<file path="config.mk">
export PLATFORM = sky130hd
export DESIGN_NAME = ipow_ctrl
export DESIGN_NICKNAME = d
export VERILOG_FILES = /design/src/rtl/core/ipow_pkg.sv /design/src/rtl/core/ipow_ctrl.sv
export SDC_FILE = /design/constraint.sdc
export NUM_CORES = 1
export LEC_CHECK = 0
export BUFFER_PORTS_ARGS = -buffer_cell sky130_fd_sc_hd__buf_2
export CAP_MARGIN = 20
export CORE_AREA = 2 2 39 41
export DETAILED_ROUTE_END_ITERATION = 12
export DIE_AREA = 0 0 41 43
export HOLD_SLACK_MARGIN = 0.02
export PLACE_DENSITY = 0.44
export SETUP_SLACK_MARGIN = 0.4
export SKIP_CTS_REPAIR_TIMING = 1
export SYNTH_ARGS = -nofsm -noshare
export SYNTH_HDL_FRONTEND = slang
export SYNTH_SLANG_ARGS = --single-unit
</file>
<file path="constraint.sdc">
create_clock -name clk_i -period 1.6 [get_ports clk_i]
set_clock_uncertainty 0.2 [all_clocks]
set_input_delay 0.32 -clock clk_i [delete_from_list [all_inputs] [get_ports clk_i]]
set_output_delay 0.32 -clock clk_i [all_outputs]
set_load 0.1 [all_outputs]
</file>
<file path="src/rtl/core/ipow_pkg.sv">
`timescale 1ns / 1ps
`default_nettype none
// ----------------------------------------------------------------------------
// ipow_pkg
// Shared types and constants of the integer power unit: controller states,
// command and status words between controller and datapath, multiplier
// phases and register map.
// ----------------------------------------------------------------------------
package ipow_pkg;

  localparam int unsigned MUL_W      = 64;
  localparam int unsigned HALF_W     = 32;
  localparam int unsigned APB_ADDR_W = 3;
  localparam int unsigned APB_DATA_W = 32;
  localparam int unsigned REG_IDX_W  = APB_ADDR_W - 2;

  localparam logic [REG_IDX_W-1:0] REG_IDX_ZZ_ABORT = 1'b0;

  typedef enum logic [1:0] {
    ST_IDLE,
    ST_CHECK,
    ST_MUL,
    ST_DONE
  } ctrl_state_e;

  typedef enum logic [1:0] {
    PH_LL,
    PH_LH,
    PH_HL,
    PH_SUM
  } mul_phase_e;

  typedef struct packed {
    logic load;
    logic round_start;
    logic round_update;
    logic finish;
  } ipow_cmd_t;

  typedef struct packed {
    logic special;
    logic exp_zero;
    logic mul_done;
  } ipow_sts_t;

endpackage
`default_nettype wire

</file>
<file path="src/rtl/core/ipow_ctrl.sv">
`timescale 1ns / 1ps
`default_nettype none
// ----------------------------------------------------------------------------
// ipow_ctrl
// Sequencer for one word: capture, loop over exponent bits, hand the result
// to the output register and track its valid flag.
// ----------------------------------------------------------------------------
module ipow_ctrl
  import ipow_pkg::*;
(
  input  wire logic      clk_i,
  input  wire logic      rst_ni,
  input  wire logic      in_valid_i,
  output logic           in_stall_o,
  output logic           out_valid_o,
  input  wire logic      out_stall_i,
  output ipow_cmd_t      cmd_o,
  input  wire ipow_sts_t sts_i
);

  ctrl_state_e state_q, state_d;
  logic        out_valid_q, out_valid_d;

  always_comb begin
    state_d = state_q;
    cmd_o   = '0;
    case (state_q)
      ST_IDLE: begin
        if (in_valid_i) begin
          cmd_o.load = 1'b1;
          state_d    = ST_CHECK;
        end
      end
      ST_CHECK: begin
        if (sts_i.special || sts_i.exp_zero) begin
          state_d = ST_DONE;
        end else begin
          cmd_o.round_start = 1'b1;
          state_d           = ST_MUL;
        end
      end
      ST_MUL: begin
        if (sts_i.mul_done) begin
          cmd_o.round_update = 1'b1;
          state_d            = ST_CHECK;
        end
      end
      ST_DONE: begin
        if (!out_valid_q || !out_stall_i) begin
          cmd_o.finish = 1'b1;
          state_d      = ST_IDLE;
        end
      end
      default: begin
        state_d = ST_IDLE;
      end
    endcase
  end

  always_comb begin
    out_valid_d = cmd_o.finish || (out_valid_q && out_stall_i);
  end

  always_ff @(posedge clk_i or negedge rst_ni) begin
    if (!rst_ni) begin
      state_q     <= ST_IDLE;
      out_valid_q <= 1'b0;
    end else begin
      state_q     <= state_d;
      out_valid_q <= out_valid_d;
    end
  end

  assign in_stall_o  = (state_q != ST_IDLE);
  assign out_valid_o = out_valid_q;

endmodule
`default_nettype wire

</file>
==> flow_metrics.py <==
metrics = {
    "run_status": {
        "status": "finished with violations",
        "violations": "negative setup slack",
    },
    "synth": {
        "netlist.area_leader.share_pct": 44.4,
        "mappedNetlistArea_um2": 169,
        "syn_nets": 23,
        "ys_ff_latch": 3,
        "synth_edf_count": 0,
        "avgSynthCellArea_um2": 10.6,
        "synth_ff_type": "dfrtp_1",
        "syn_inst": 16,
        "synth_cell_types": 13,
        "ys_top_cells_by_area": "dfrtp_1, mux4_2, and3b_1, o22a_1, nor2_1",
        "yosysTopAreaCell": "dfrtp_1",
        "yosysSeqAreaShare_pct": 44.4,
        "synthArstFlopShare_pct": 100,
        "yosysMostFrequentCell": "dfrtp_1",
        "synthTopCellsByCount": "dfrtp_1, nor2_1",
        "yosys_warnings": 0,
    },
    "cts": {
        "clk_path_buf_depth": 2,
        "clk_pin_slew_ns": 0.04,
        "htreeDepth": 1,
        "clkSinkCount": 3,
        "cts-buffers-inserted": 3,
        "cts_root_buffer": "clkbuf_4",
        "clk_latency_ns": 0.23,
        "cts_tree": "done",
    },
    "timing": {
        "tightestPinTransition_ns": 0.187,
        "fmax_mhz": 575,
        "rsz0062_at_grt": "yes",
        "post-route-min-period_ns": 1.74,
        "setup_tns_ns": -0.421,
        "max_slew_margin_pct": 87.5,
        "drv_slew": 0,
        "worst_slack_ns": -0.139,
        "hold_viol_final": 0,
        "min_period_over_period_pct": 109,
        "setup_viol": 5,
    },
    "critical_path": {
        "worst-path-max-fanout": 4,
        "reg2reg_from": "out_valid_o",
        "r2r_setup_slack_ns": 0.13,
        "crit_path_start_kind": "flop",
        "r2r_cells": 2,
        "cp.arrival_ns": 1.22,
        "required_ns": 1.08,
        "crit_type": "flop to primary output",
        "reg2reg_to": "state_q[0]",
        "end_kind": "primary output",
    },
    "global_routing": {
        "grt_pass1_vias": 224,
        "grt_pass1_wl_um": 910,
        "antenna_found_initial": 0,
        "grt_overflow": 0,
        "grt_max_degree": 7,
        "grt_usage_pct": 8.27,
    },
    "worst_hold_path": {
        "hold_path_class": "primary input to asynchronous set/reset pin",
    },
    "floorplan": {
        "dieArea_um2": 1760,
        "die_x_um": 41,
        "core_um2": 1380,
        "rows": 14,
        "io_pins": 13,
        "start_util_pct": 12.2,
        "die_h_um": 43,
    },
    "detailed_routing": {
        "drc": 0,
        "wl_per_cell_um": 9.79,
        "via_count": 202,
        "routed_via_density": 3.81,
        "detail_route.first_pass.iterations": 2,
        "dr.first_iter.drc_count": 2,
        "wirelength_um": 519,
        "drtAntennaViolNets": 0,
    },
    "final_layout": {
        "area_delta_synth_final_pct": 171,
        "final_util_pct": 33.1,
        "fillerInstances": 134,
        "diodes": 0,
        "layout.nets": 45,
        "layout-drive-gt1-share_pct": 83.8,
    },
    "place": {
        "portBuffers": 12,
        "dp_hpwl_um": 389,
        "gp_congestion": 0.664,
        "dp_slack_ns": -0.00726,
    },
    "run": {
        "cap_violations": 0,
    },
}
## critical path: stages (launching register included)
cell,delay (ns)
dfrtp_2,0.43
or2_4,0.27
nor2_4,0.11
buf_12,0.18
## layer usage
metal | GRT usage [%] | share of wire, % | wire [um]
met5 | 0 | 0 | 0
met4 | 10.0 | 3.7 | 19
met3 | 2.09 | 12 | 61
met2 | 10.6 | 44 | 226
met1 | 9.45 | 41 | 212
## cell type report
cell class	count	area (um2)	area share [%]
timing repair buffer	17	190	41.5
multi-input combinational	12	138	30.1
sequential	3	80.1	17.5
clock buffer	4	26.3	5.74
tap	16	20.0	4.37
inverter	1	3.75	0.820
## flip-flops by register name (all words and copies together), names as in the netlist
signal	flops
state_q	2
out_valid_o	1
## cells by family after synthesis
family | count (synthesis) | synth area share, %
and+or+nand+nor | 10 | 34.8
DFF | 3 | 44.4
AOI/OAI and AO/OA | 1 | 5.19
muxes | 1 | 13.3
buffers and inverters | 1 | 2.22
## how the worst max path moves through the flow
| stage | start | to | slack (ns) | cells past startpoint |
|---|---|---|---|---|
| final | state_q[1] | cmd_o[3] | -0.14 | 3 |
| after global routing | state_q[1] | cmd_o[3] | -0.17 | 3 |
| after CTS | state_q[1] | cmd_o[3] | -0.21 | 3 |
| after detailed placement | sts_i[1] | cmd_o[2] | -0.007 | 4 |
| after global placement | sts_i[1] | cmd_o[2] | 0.0004 | 4 |
| after floorplan | sts_i[1] | cmd_o[2] | -0.32 | 2 |
## metrics by stage
step | std cells | area (um2) | hold slack, ns
2_1_floorplan | 16 | 218 | -0.176
3_3_place_gp | 45 | 395 | -0.0848
3_5_place_dp | 45 | 395 | -0.0792
4_1_cts | 49 | 422 | -0.333
5_1_grt | 53 | 458 | 0.221
6_report | 53 | 458 | 0.213
## cells in the final DEF (no fill, tap or decap), drive strengths merged, types with 2 or more instances in the layout
master | synthesis | routed
or2 | 2 | 2
nor2 | 2 | 2
buf | 0 | 16
clkbuf | 0 | 4
dfrtp | 3 | 3
Power is not shown: default switching activity piles up to over one toggle a cycle in this logic, so the estimate is an artifact.
